`src/rtl/lfu_pkg.sv`:
```
package lfu_pkg;

    localparam int CAPACITY   = 16;
    localparam int COUNT_BITS = 16;

    localparam int KEY_W  = 32;
    localparam int DATA_W = 32;
    localparam int CFG_W  = 5;
    localparam int IDX_W  = (CAPACITY > 1) ? $clog2(CAPACITY) : 1;
    localparam int OCC_W  = $clog2(CAPACITY + 1);

    localparam logic [CFG_W-1:0] CFG_RESET = CFG_W'(16);

    localparam logic MODE_GET = 1'b0;
    localparam logic MODE_PUT = 1'b1;

    typedef struct packed {
        logic                     mode;
        logic signed [KEY_W-1:0]  key;
        logic signed [DATA_W-1:0] data_in;
    } lfu_req_t;

    typedef struct packed {
        logic                     hit;
        logic signed [DATA_W-1:0] data_out;
        logic                     evicted;
        logic signed [KEY_W-1:0]  evicted_key;
    } lfu_rsp_t;

    typedef struct packed {
        logic signed [KEY_W-1:0]  key;
        logic signed [DATA_W-1:0] value;
        logic [COUNT_BITS-1:0]    count;
    } lfu_entry_t;

    localparam int ENTRY_W = $bits(lfu_entry_t);

    typedef enum logic [3:0] {
        ST_IDLE  = 4'b0001,
        ST_SCAN  = 4'b0010,
        ST_DRAIN = 4'b0100,
        ST_WRITE = 4'b1000
    } lfu_state_t;

endpackage

```
`src/rtl/lfu_cache_table_unit.sv`:
```
// LFU key/value cache with up to CAPACITY entries.
// Request channel: drive req (mode, key, data_in) and raise start; the item
// is taken at a rising edge where start is high and busy is low.
// Result channel: done is high for exactly one cycle with rsp (hit, data_out,
// evicted, evicted_key) valid in that cycle; the receiver cannot stall it,
// so results must be captured when done is seen.
// Config channel: cfg_data is the allowed entry count, written at an edge
// where cfg_valid and cfg_ready are high; cfg_ready is high while idle.
// Each item scans the entry RAM once, one entry per cycle through its single
// read port, then waits in a drain state for the last read and decides and
// writes back in a write state. done is registered from the write state, and
// the result is taken at the edge after done rises.
// A new item may be accepted in the write-back cycle, so back-to-back items
// need no idle state between them.
// Reset clears all valid bits and sets the entry limit to 16; the cache
// starts empty and no clearing pass is needed.
module lfu_cache_table_unit (
    input  logic                       clk,
    input  logic                       rst_n,
    input  logic                       start,
    output logic                       busy,
    input  lfu_pkg::lfu_req_t          req,
    output logic                       done,
    output lfu_pkg::lfu_rsp_t          rsp,
    input  logic                       cfg_valid,
    output logic                       cfg_ready,
    input  logic [lfu_pkg::CFG_W-1:0]  cfg_data
);
    import lfu_pkg::*;

    localparam logic [IDX_W-1:0]      LAST_IDX  = IDX_W'(CAPACITY - 1);
    localparam logic [COUNT_BITS-1:0] COUNT_MAX = '1;

    lfu_state_t             state_reg, state_next;
    logic [CFG_W-1:0]       limit_reg;
    lfu_req_t               req_q_reg;
    logic [IDX_W-1:0]       idx_reg;
    logic                   cmp_vld_reg;
    logic [IDX_W-1:0]       cmp_idx_reg;

    logic                   found_reg;
    logic [IDX_W-1:0]       found_idx_reg;
    logic [IDX_W-1:0]       found_rank_reg;
    logic signed [DATA_W-1:0] found_val_reg;
    logic [COUNT_BITS-1:0]  found_cnt_reg;

    logic                   vic_reg;
    logic [IDX_W-1:0]       vic_idx_reg;
    logic [IDX_W-1:0]       vic_rank_reg;
    logic [COUNT_BITS-1:0]  vic_cnt_reg;
    logic signed [KEY_W-1:0] vic_key_reg;

    logic                   free_found_reg;
    logic [IDX_W-1:0]       free_idx_reg;
    logic [OCC_W-1:0]       occ_reg;

    logic [CAPACITY-1:0]    valid_reg, valid_next;
    logic [IDX_W-1:0]       rank_reg  [CAPACITY];
    logic [IDX_W-1:0]       rank_next [CAPACITY];

    logic                   done_reg;
    lfu_rsp_t               rsp_reg;

    logic                   accept;
    logic [ENTRY_W-1:0]     rd_bits;
    lfu_entry_t             rd_entry;
    logic                   cur_valid;
    logic [IDX_W-1:0]       cur_rank;
    logic                   is_match, is_vic, is_free;

    logic                   is_get, limit_zero, full;
    logic                   do_bump, do_insert, do_evict, wr_en;
    logic [IDX_W-1:0]       tgt_idx;
    lfu_entry_t             wr_entry;
    lfu_rsp_t               rsp_next;

    assign busy      = (state_reg != ST_IDLE) && (state_reg != ST_WRITE);
    assign accept    = start && !busy;
    assign cfg_ready = (state_reg == ST_IDLE);
    assign done      = done_reg;
    assign rsp       = rsp_reg;

    lfu_ram #(
        .WIDTH (ENTRY_W),
        .DEPTH (CAPACITY)
    ) u_entry_ram (
        .clk     (clk),
        .wr_en   (wr_en),
        .wr_addr (tgt_idx),
        .wr_data (wr_entry),
        .rd_en   (state_reg == ST_SCAN),
        .rd_addr (idx_reg),
        .rd_data (rd_bits)
    );

    assign rd_entry  = lfu_entry_t'(rd_bits);
    assign cur_valid = valid_reg[cmp_idx_reg];
    assign cur_rank  = rank_reg[cmp_idx_reg];

    assign is_match = cmp_vld_reg && cur_valid && !found_reg && (rd_entry.key == req_q_reg.key);
    assign is_vic   = cmp_vld_reg && cur_valid &&
                      (!vic_reg || (rd_entry.count < vic_cnt_reg) ||
                       ((rd_entry.count == vic_cnt_reg) && (cur_rank > vic_rank_reg)));
    assign is_free  = cmp_vld_reg && !cur_valid && !free_found_reg;

    always_comb
    begin
        state_next = state_reg;
        case (state_reg)
            ST_IDLE:
            begin
                if (accept)
                begin
                    state_next = ST_SCAN;
                end
            end
            ST_SCAN:
            begin
                if (idx_reg == LAST_IDX)
                begin
                    state_next = ST_DRAIN;
                end
            end
            ST_DRAIN:
            begin
                state_next = ST_WRITE;
            end
            ST_WRITE:
            begin
                state_next = accept ? ST_SCAN : ST_IDLE;
            end
            default:
            begin
                state_next = ST_IDLE;
            end
        endcase
    end

    // decide and write back
    always_comb
    begin
        is_get     = (req_q_reg.mode == MODE_GET);
        limit_zero = (limit_reg == '0);
        full       = (32'(occ_reg) >= 32'(limit_reg)) || (32'(occ_reg) >= 32'(CAPACITY));
        do_bump    = found_reg && (is_get || !limit_zero);
        do_insert  = !found_reg && !is_get && !limit_zero;
        do_evict   = do_insert && full;
        wr_en      = (state_reg == ST_WRITE) && (do_bump || do_insert);

        if (do_bump)
        begin
            tgt_idx = found_idx_reg;
        end
        else if (do_evict)
        begin
            tgt_idx = vic_idx_reg;
        end
        else
        begin
            tgt_idx = free_idx_reg;
        end

        wr_entry.key   = req_q_reg.key;
        wr_entry.value = is_get ? found_val_reg : req_q_reg.data_in;
        if (do_bump)
        begin
            wr_entry.count = (found_cnt_reg == COUNT_MAX) ? found_cnt_reg
                                                          : found_cnt_reg + 1'b1;
        end
        else
        begin
            wr_entry.count = COUNT_BITS'(1);
        end

        valid_next = valid_reg;
        for (int i = 0; i < CAPACITY; i++)
        begin
            rank_next[i] = rank_reg[i];
            if (wr_en)
            begin
                if (tgt_idx == IDX_W'(i))
                begin
                    rank_next[i] = '0;
                end
                else if (valid_reg[i])
                begin
                    if (do_bump)
                    begin
                        if (rank_reg[i] < found_rank_reg)
                        begin
                            rank_next[i] = rank_reg[i] + 1'b1;
                        end
                    end
                    else if (do_evict)
                    begin
                        if (rank_reg[i] <= vic_rank_reg)
                        begin
                            rank_next[i] = rank_reg[i] + 1'b1;
                        end
                    end
                    else
                    begin
                        rank_next[i] = rank_reg[i] + 1'b1;
                    end
                end
            end
        end
        if (wr_en && do_insert)
        begin
            valid_next[tgt_idx] = 1'b1;
        end

        rsp_next.hit         = do_bump;
        rsp_next.data_out    = (is_get && found_reg) ? found_val_reg : '0;
        rsp_next.evicted     = do_evict;
        rsp_next.evicted_key = do_evict ? vic_key_reg : '0;
    end

    always_ff @(posedge clk or negedge rst_n)
    begin
        if (!rst_n)
        begin
            state_reg      <= ST_IDLE;
            limit_reg      <= CFG_RESET;
            idx_reg        <= '0;
            cmp_vld_reg    <= 1'b0;
            found_reg      <= 1'b0;
            vic_reg        <= 1'b0;
            free_found_reg <= 1'b0;
            occ_reg        <= '0;
            valid_reg      <= '0;
            done_reg       <= 1'b0;
        end
        else
        begin
            state_reg   <= state_next;
            valid_reg   <= valid_next;
            done_reg    <= (state_reg == ST_WRITE);
            cmp_vld_reg <= (state_reg == ST_SCAN);
            if (cfg_valid && cfg_ready)
            begin
                limit_reg <= cfg_data;
            end
            if (accept)
            begin
                idx_reg        <= '0;
                found_reg      <= 1'b0;
                vic_reg        <= 1'b0;
                free_found_reg <= 1'b0;
                occ_reg        <= '0;
            end
            else
            begin
                if (state_reg == ST_SCAN)
                begin
                    idx_reg <= idx_reg + 1'b1;
                end
                if (is_match)
                begin
                    found_reg <= 1'b1;
                end
                if (is_vic)
                begin
                    vic_reg <= 1'b1;
                end
                if (is_free)
                begin
                    free_found_reg <= 1'b1;
                end
                if (cmp_vld_reg && cur_valid)
                begin
                    occ_reg <= occ_reg + 1'b1;
                end
            end
        end
    end

    always_ff @(posedge clk)
    begin
        cmp_idx_reg <= idx_reg;
        rsp_reg     <= rsp_next;
        for (int i = 0; i < CAPACITY; i++)
        begin
            rank_reg[i] <= rank_next[i];
        end
        if (accept)
        begin
            req_q_reg <= req;
        end
        if (is_match)
        begin
            found_idx_reg  <= cmp_idx_reg;
            found_rank_reg <= cur_rank;
            found_val_reg  <= rd_entry.value;
            found_cnt_reg  <= rd_entry.count;
        end
        if (is_vic)
        begin
            vic_idx_reg  <= cmp_idx_reg;
            vic_rank_reg <= cur_rank;
            vic_cnt_reg  <= rd_entry.count;
            vic_key_reg  <= rd_entry.key;
        end
        if (is_free)
        begin
            free_idx_reg <= cmp_idx_reg;
        end
    end

`ifndef NO_ASSERTIONS
    a_done_after_write: assert property (@(posedge clk) disable iff (!rst_n)
        done |-> $past(state_reg == ST_WRITE))
        else $error("result strobe without a write-back cycle");

    a_evict_not_hit: assert property (@(posedge clk) disable iff (!rst_n)
        (done && rsp.evicted) |-> !rsp.hit)
        else $error("eviction reported on a hit");

    a_free_slot: assert property (@(posedge clk) disable iff (!rst_n)
        ((state_reg == ST_WRITE) && do_insert && !do_evict) |-> free_found_reg)
        else $error("insert without eviction found no free slot");

    a_insert_new: assert property (@(posedge clk) disable iff (!rst_n)
        (wr_en && do_insert && !do_evict) |=> valid_reg[$past(tgt_idx)])
        else $error("inserted entry not marked valid");
`endif

endmodule

```
`src/rtl/lfu_ram.sv`:
```
module lfu_ram #(
    parameter int WIDTH = 8,
    parameter int DEPTH = 16,
    localparam int AW = (DEPTH > 1) ? $clog2(DEPTH) : 1
) (
    input  logic             clk,
    input  logic             wr_en,
    input  logic [AW-1:0]    wr_addr,
    input  logic [WIDTH-1:0] wr_data,
    input  logic             rd_en,
    input  logic [AW-1:0]    rd_addr,
    output logic [WIDTH-1:0] rd_data
);

    logic [WIDTH-1:0] mem [DEPTH];

    always_ff @(posedge clk)
    begin
        if (wr_en)
        begin
            mem[wr_addr] <= wr_data;
        end
        if (rd_en)
        begin
            rd_data <= mem[rd_addr];
        end
    end

endmodule

```
`config.mk`:
```
export PLATFORM = sky130hd
export DESIGN_NAME = lfu_cache_table_unit
export DESIGN_NICKNAME = d
export VERILOG_FILES = /design/src/rtl/lfu_pkg.sv /design/src/rtl/lfu_cache_table_unit.sv /design/src/rtl/lfu_ram.sv
export SDC_FILE = /design/constraint.sdc
export NUM_CORES = 2
export LEC_CHECK = 0
export ABC_AREA = 1
export BUFFER_PORTS_ARGS = -buffer_cell sky130_fd_sc_hd__clkbuf_2
export CAP_MARGIN = 20
export CELL_PAD_IN_SITES_DETAIL_PLACEMENT = 1
export CELL_PAD_IN_SITES_GLOBAL_PLACEMENT = 1
export CORE_MARGIN = 4
export CORE_UTILIZATION = 55
export CTS_CLUSTER_SIZE = 28
export DETAILED_ROUTE_END_ITERATION = 16
export GPL_ROUTABILITY_DRIVEN = 1
export GPL_TIMING_DRIVEN = 1
export PLACE_DENSITY = 0.82
export SYNTH_ARGS = -nofsm -noshare
export SYNTH_HDL_FRONTEND = slang
export SYNTH_SLANG_ARGS = --single-unit
```
`constraint.sdc`:
```
create_clock -name clk -period 11.55 [get_ports clk]
set_input_delay 0 -clock clk [delete_from_list [all_inputs] [get_ports clk]]
set_output_delay 0 -clock clk [all_outputs]
set_load 0.005 [all_outputs]
```
# Word level (Yosys, flattened, before mapping)
# Memory sizes are Yosys's and may differ from the RTL's. A register that Yosys moved wholly into a read port is not among the register bits.
# Index checks and enable logic that the tools add are counted.
# totals
memories,2
register_bits,290
mem_bits_rw,1344
# mem_list
memory,words,word_bits,rd,rd_clocked_by_memory_dff,write_ports,line,source
u_entry_ram.mem,16,80,1,1,1,lfu_ram.sv:15,logic [WIDTH-1:0] mem [DEPTH];
rank_reg,16,4,17,1,16,lfu_cache_table_unit.sv:58,logic [IDX_W-1:0] rank_reg [CAPACITY];
# classes
n_mux,137
addsub,19
bitwise_logic,2
reduce_logical,37
order_cmp,39
n_eq_ne,27
# op_table
op,count
4-bit two-way mux,118
4-bit by 1-bit adder with 4-bit output (second input constant),17
4-bit <= comparator,16
4-bit < comparator,16
4-bit equality test (second input constant),10
32-bit equality test,1
16-bit two-way mux,2
32-bit two-way mux,1
4-bit by 3-bit equality test with 1-bit output (second input constant),5
1-bit logical AND,18
16-bit by 1-bit adder with 16-bit output (second input constant),1
16-bit equality test,1
16-bit equality test (second input constant),1
16-bit < comparator,1
16-bit bitwise OR,1
4-bit one-hot mux with 4 select lines,1
4-bit by 2-bit equality test with 1-bit output (second input constant),3
4-bit by 5-bit < comparator with 1-bit output (second input constant),2
1-bit two-way mux,10
5-bit two-way mux,2
2-bit nonzero test,5
4-bit by 1-bit equality test with 1-bit output (second input constant),2
1-bit zero test,6
5-bit by 1-bit adder with 5-bit output (second input constant),1
16 further kinds,20

# Depth between registers and ports, before layout
# logic_depth
word_depth,11
ltp_mapped,16
ltp_nobuf,15

# Cells and area by module
# From an unflattened synthesis, not the netlist that was laid out.
# unflattened
cells_unflattened,6986
hier_area_um2,74824.3
# by_module_without_submodules
mod,n_inst,cells_per_inst,area_each_um2,seq_area_each_um2
lfu_ram,1,5255,56995.9,40839.2
lfu_cache_table_unit,1,1731,17828.3,9736.8

# Worst setup path after synthesis
# No wires, ideal clock.
# synth_timing
kind,register -> register
start,register cmp_idx_reg[0]
end,register vic_cnt_reg[0] (enable)
path_stages_with_launch,16
t_arrival_ns,4.498
path_buffers,2
period_less_slack_ns,4.968
slack_ns,6.582
cell_sequence,dfxtp_1 -> clkbuf_1 -> buf_2 -> mux2i_1 -> o21ai_0 -> o211ai_1 -> nand2_1 -> ha_1 -> inv_1 -> nor2_1 -> nor2_1 -> o21ai_0 -> nand3_1 -> nand2_1 -> a21oi_1 -> nor2_1
# synth_via
elab_chain_cells,4
# synth_rtl
element,line,source
start: declaration,lfu_cache_table_unit.sv:39,logic [IDX_W-1:0] cmp_idx_reg;
start signal: assignment,lfu_cache_table_unit.sv:280,cmp_idx_reg <= idx_reg;
1-bit binary-select mux with 4-bit select,lfu_cache_table_unit.sv:97,assign cur_valid = valid_reg[cmp_idx_reg];
1-bit two-way mux (not written as such),lfu_cache_table_unit.sv:97,
1-bit logical AND (2 in a row),lfu_cache_table_unit.sv:101,assign is_vic = cmp_vld_reg && cur_valid &&
net is_vic,lfu_cache_table_unit.sv:69,"logic is_match, is_vic, is_free;"
end signal: assignment,lfu_cache_table_unit.sv:301,vic_cnt_reg <= rd_entry.count;
end: declaration,lfu_cache_table_unit.sv:50,logic [COUNT_BITS-1:0] vic_cnt_reg;
# The timed path passes the listed nets, and every way through them passes these cells. The select of a mux whose other input is x is not followed.
# A chain may end at the register's enable or synchronous reset.

==> run summary <==
Status -> complete, no violations
WHS Path Cells -> 2
Vias in the first global route -> 52000
Worst Setup Slack, final -> 6.60 ns
I/O pin count -> 143
Area leader, netlist -> edfxtp_1
Initial Util -> 55.3%
Most used cell, CP -> buf_4
FMAX -> 0.202 GHz
Post-synth EDFFs -> 1605
Syn Area/Cell -> 13.0 um^2
Combinational fraction of design power -> 21.1%
Final hold vios -> 0
Most common cell after layout, fill and taps aside -> edfxtp_1
Synthesized Nets -> 5587
Vias -> 49708
Mapped Area -> 69400 um^2
Row count -> 130
Critical path class -> reg2reg
Nets -> 5837
Filler instances -> 11824
Fraction of layout cells with a size suffix above 1 -> 9.95%
Simple-gate portion of the synthesized area -> 9.72%
Drt pass-1 iters -> 6
Ranking of synthesized cells by area -> edfxtp_1 (69%), o21ai_0 (5.2%), nor2_1 (4.6%)
Starting DRT DRC Count -> 7512
Critical path arrival -> 5.62 ns
Worst-path maximum fanout -> 96
Die width -> 363 um
Switching Share -> 33.0%
Cell Pwr Density -> 215 nW/um^2
Largest family of logic cells by synthesized area -> compound AO/OA/AOI/OAI gates
Reg2reg path depth -> 7
Synthesis-to-finish area growth -> 13.6%
Tcrit/Tclk final -> 42.8%
Clk network pwr share -> 34.3%
Routed WL per cell -> 32.0 um
Leak Pwr -> 0.0285 uW
Power Total -> 16900 uW
Post-synthesis adder-cell area fraction -> 2.81%
Prevailing post-synth register cell -> edfxtp_1
CTS max path bufs -> 3
PortBufs -> 142
Routed WL -> 237000 um
Max reg flops -> 1280
Clock skew -> 0.0376 ns
Dpl hpwl -> 115000 um
Max cap viols -> 0
Kind of end point of the critical path -> flip-flop
Least-Margin Pin Slew -> 1.20 ns
Peak VDD IR -> 0.189 mV
Post-Synthesis Cells -> 5357
WHS -> 0.0501 ns
Initial antenna violation count -> 4
Setup violations, final -> 0
Clk Latency, worst-skew pair -> 0.83 ns
Root Buffer -> clkbuf_16
Num Clock Sinks -> 1714
Clock slew at reported path FFs -> 0.07 ns
XOR/XNOR Fraction of Synth Area -> 0.682%
Largest net degree at the start of global routing -> 251
Gr usage total -> 34.9%
Area fraction of the dominant cell type after synthesis -> 69.5%
TNS Setup -> 0 ns
Commonest cells after routing, fill and taps aside -> edfxtp_1 (1605), nor2_1 (847), o21ai_0 (716)
Psw -> 5590 uW
Core area -> 125000 um^2
Sequential share of the synthesized area -> 72.9%
Worst-path cell chain -> buf_4 -> buf_4 -> buf_4 -> o21ai_0 -> o221ai_1 -> nand3_1 -> nand3_1
Full die area -> 132000 um^2
Fin crit period -> 4.95 ns
Fin util -> 62.8%
Dpl ws -> 6.98 ns
# DRC -> 0
Relative slew slack -> 20.1%
GRT Residual Overflow -> 0
Num CTS Buffers -> 169
Synth Area in Compound Gates -> 10.4%
DIE HEIGHT -> 363 um
Routed Antenna Nets -> 0
P_int -> 11300 uW
Number of synthesized register bits -> 1714
Ys Warns -> 0
Via/cell ratio -> 6.72
RD Place Congestion -> 0.861
Slowest CP cell -> buf_4
Mux share of post-synthesis cell area -> 0.189%
Yosys cell types -> 45
Worst hold-check path type -> in2reg
First-pass GRT wire length -> 342000 um
RSZ-0062 raised after global routing -> false
Slew Viols, Final -> 0
H-tree Lvls -> 4
Async S/R FF share, synth -> 2.28%
CTS tree -> done
Largest stage delay on the critical path -> 0.95 ns
Sequential share of power -> 44.6%
Crit start category -> flip-flop
Required @ worst endpoint -> 12.22 ns
cell type report:
type | instances | area, um^2 | share of cell area, %
inverters | 287 | 1170 | 1.48
clock inverters | 102 | 1000 | 1.27
diodes | 3 | 7.51 | 0.00952
repair buffers | 372 | 2930 | 3.71
well taps | 1650 | 2060 | 2.62
clock buffers | 209 | 4510 | 5.72
flip-flops and latches | 1714 | 50600 | 64.2
multi-input cells | 3063 | 16500 | 21.0
metal layers:
layer  vias to the layer above  wire length [um]  share of wire [%]  global-route usage, %
met5                         -                 0                  0                      0
met4                         0             12900                5.5                   17.8
met3                       855             22900                9.7                   6.75
met2                      3826            117000                 49                   59.2
met1                     24911             84400                 36                   43.2
li1                      20116                 -                  -                      -
kinds of logic (layout without fill, tap and decap cells):
| group | Yosys count | in the layout |
|---|---|---|
| compound gates | 1244 | 1244 |
| xor+xnor | 54 | 54 |
| fa+ha+maj | 156 | 156 |
| buf+inv | 580 | 970 |
| flops | 1714 | 1714 |
| mux | 13 | 13 |
| other cells | 0 | 3 |
| simple gates | 1596 | 1596 |
stage by stage:
step	cell area, um^2	std cells
2_1_floorplan	69400	5357
3_3_place_gp	71600	6925
3_5_place_dp	71700	6928
4_1_cts	78600	7384
5_1_grt	78800	7398
6_report	78800	7400
worst max-delay path, delay by kind of cell (launching register included):
kind,cells,cell delay (ns)
compound gates,2,0.88
buf+inv,3,2.64
flops,1,0.90
simple gates,2,0.26
power groups by stage:
stage | combinational [uW] | clock (uW) | sequential (uW)
after global placement | 2960 | 0 | 7630
final | 3570 | 5810 | 7550
after global routing | 3790 | 6070 | 7560
after CTS | 3390 | 5630 | 7530
after detailed placement | 3200 | 0 | 7650
after floorplan | 2170 | 0 | 7490
synthesized netlist by cell type (12+ instances only):
| cell | count |
|---|---|
| edfxtp_1 | 1605 |
| nor2_1 | 850 |
| o21ai_0 | 726 |
| nand2_1 | 387 |
| inv_1 | 278 |
| nand3_1 | 245 |
| clkbuf_1 | 221 |
| o22ai_1 | 193 |
| ha_1 | 156 |
| o221ai_1 | 129 |
| a21oi_1 | 86 |
| o211ai_1 | 71 |
| dfxtp_1 | 70 |
| buf_2 | 51 |
| dfrtp_1 | 37 |
| xor2_1 | 31 |
| nand4_1 | 24 |
| xnor2_1 | 23 |
| nor3_1 | 22 |
| nor2_4 | 17 |
| a21boi_0 | 15 |
| mux2i_1 | 12 |
worst paths after layout:
| path | start | endpoint | slack, ns |
|---|---|---|---|
| worst max register to register | idx_reg[0] | u_entry_ram.rd_data[53] | 6.60 |
| min in group asynchronous | rst_n | occ_reg[1] | 0.37 |
| max in group asynchronous | rst_n | idx_reg[2] | 10.72 |
| worst max-delay path | idx_reg[0] | u_entry_ram.rd_data[53] | 6.60 |
| worst min-delay path | req[64] | req_q_reg[64] | 0.05 |
| worst min register to register | u_entry_ram.rd_data[27] | found_val_reg[11] | 0.41 |
timing repair:
| item | 4_1_cts | 5_1_grt |
|---|---|---|
| endpoints found under the hold margin | 117 | 0 |
| buffers inserted | 0 | 0 |
| hold buffers | 145 | 0 |
| resized for setup | 0 | 0 |
(Power assumes the default switching activity.)
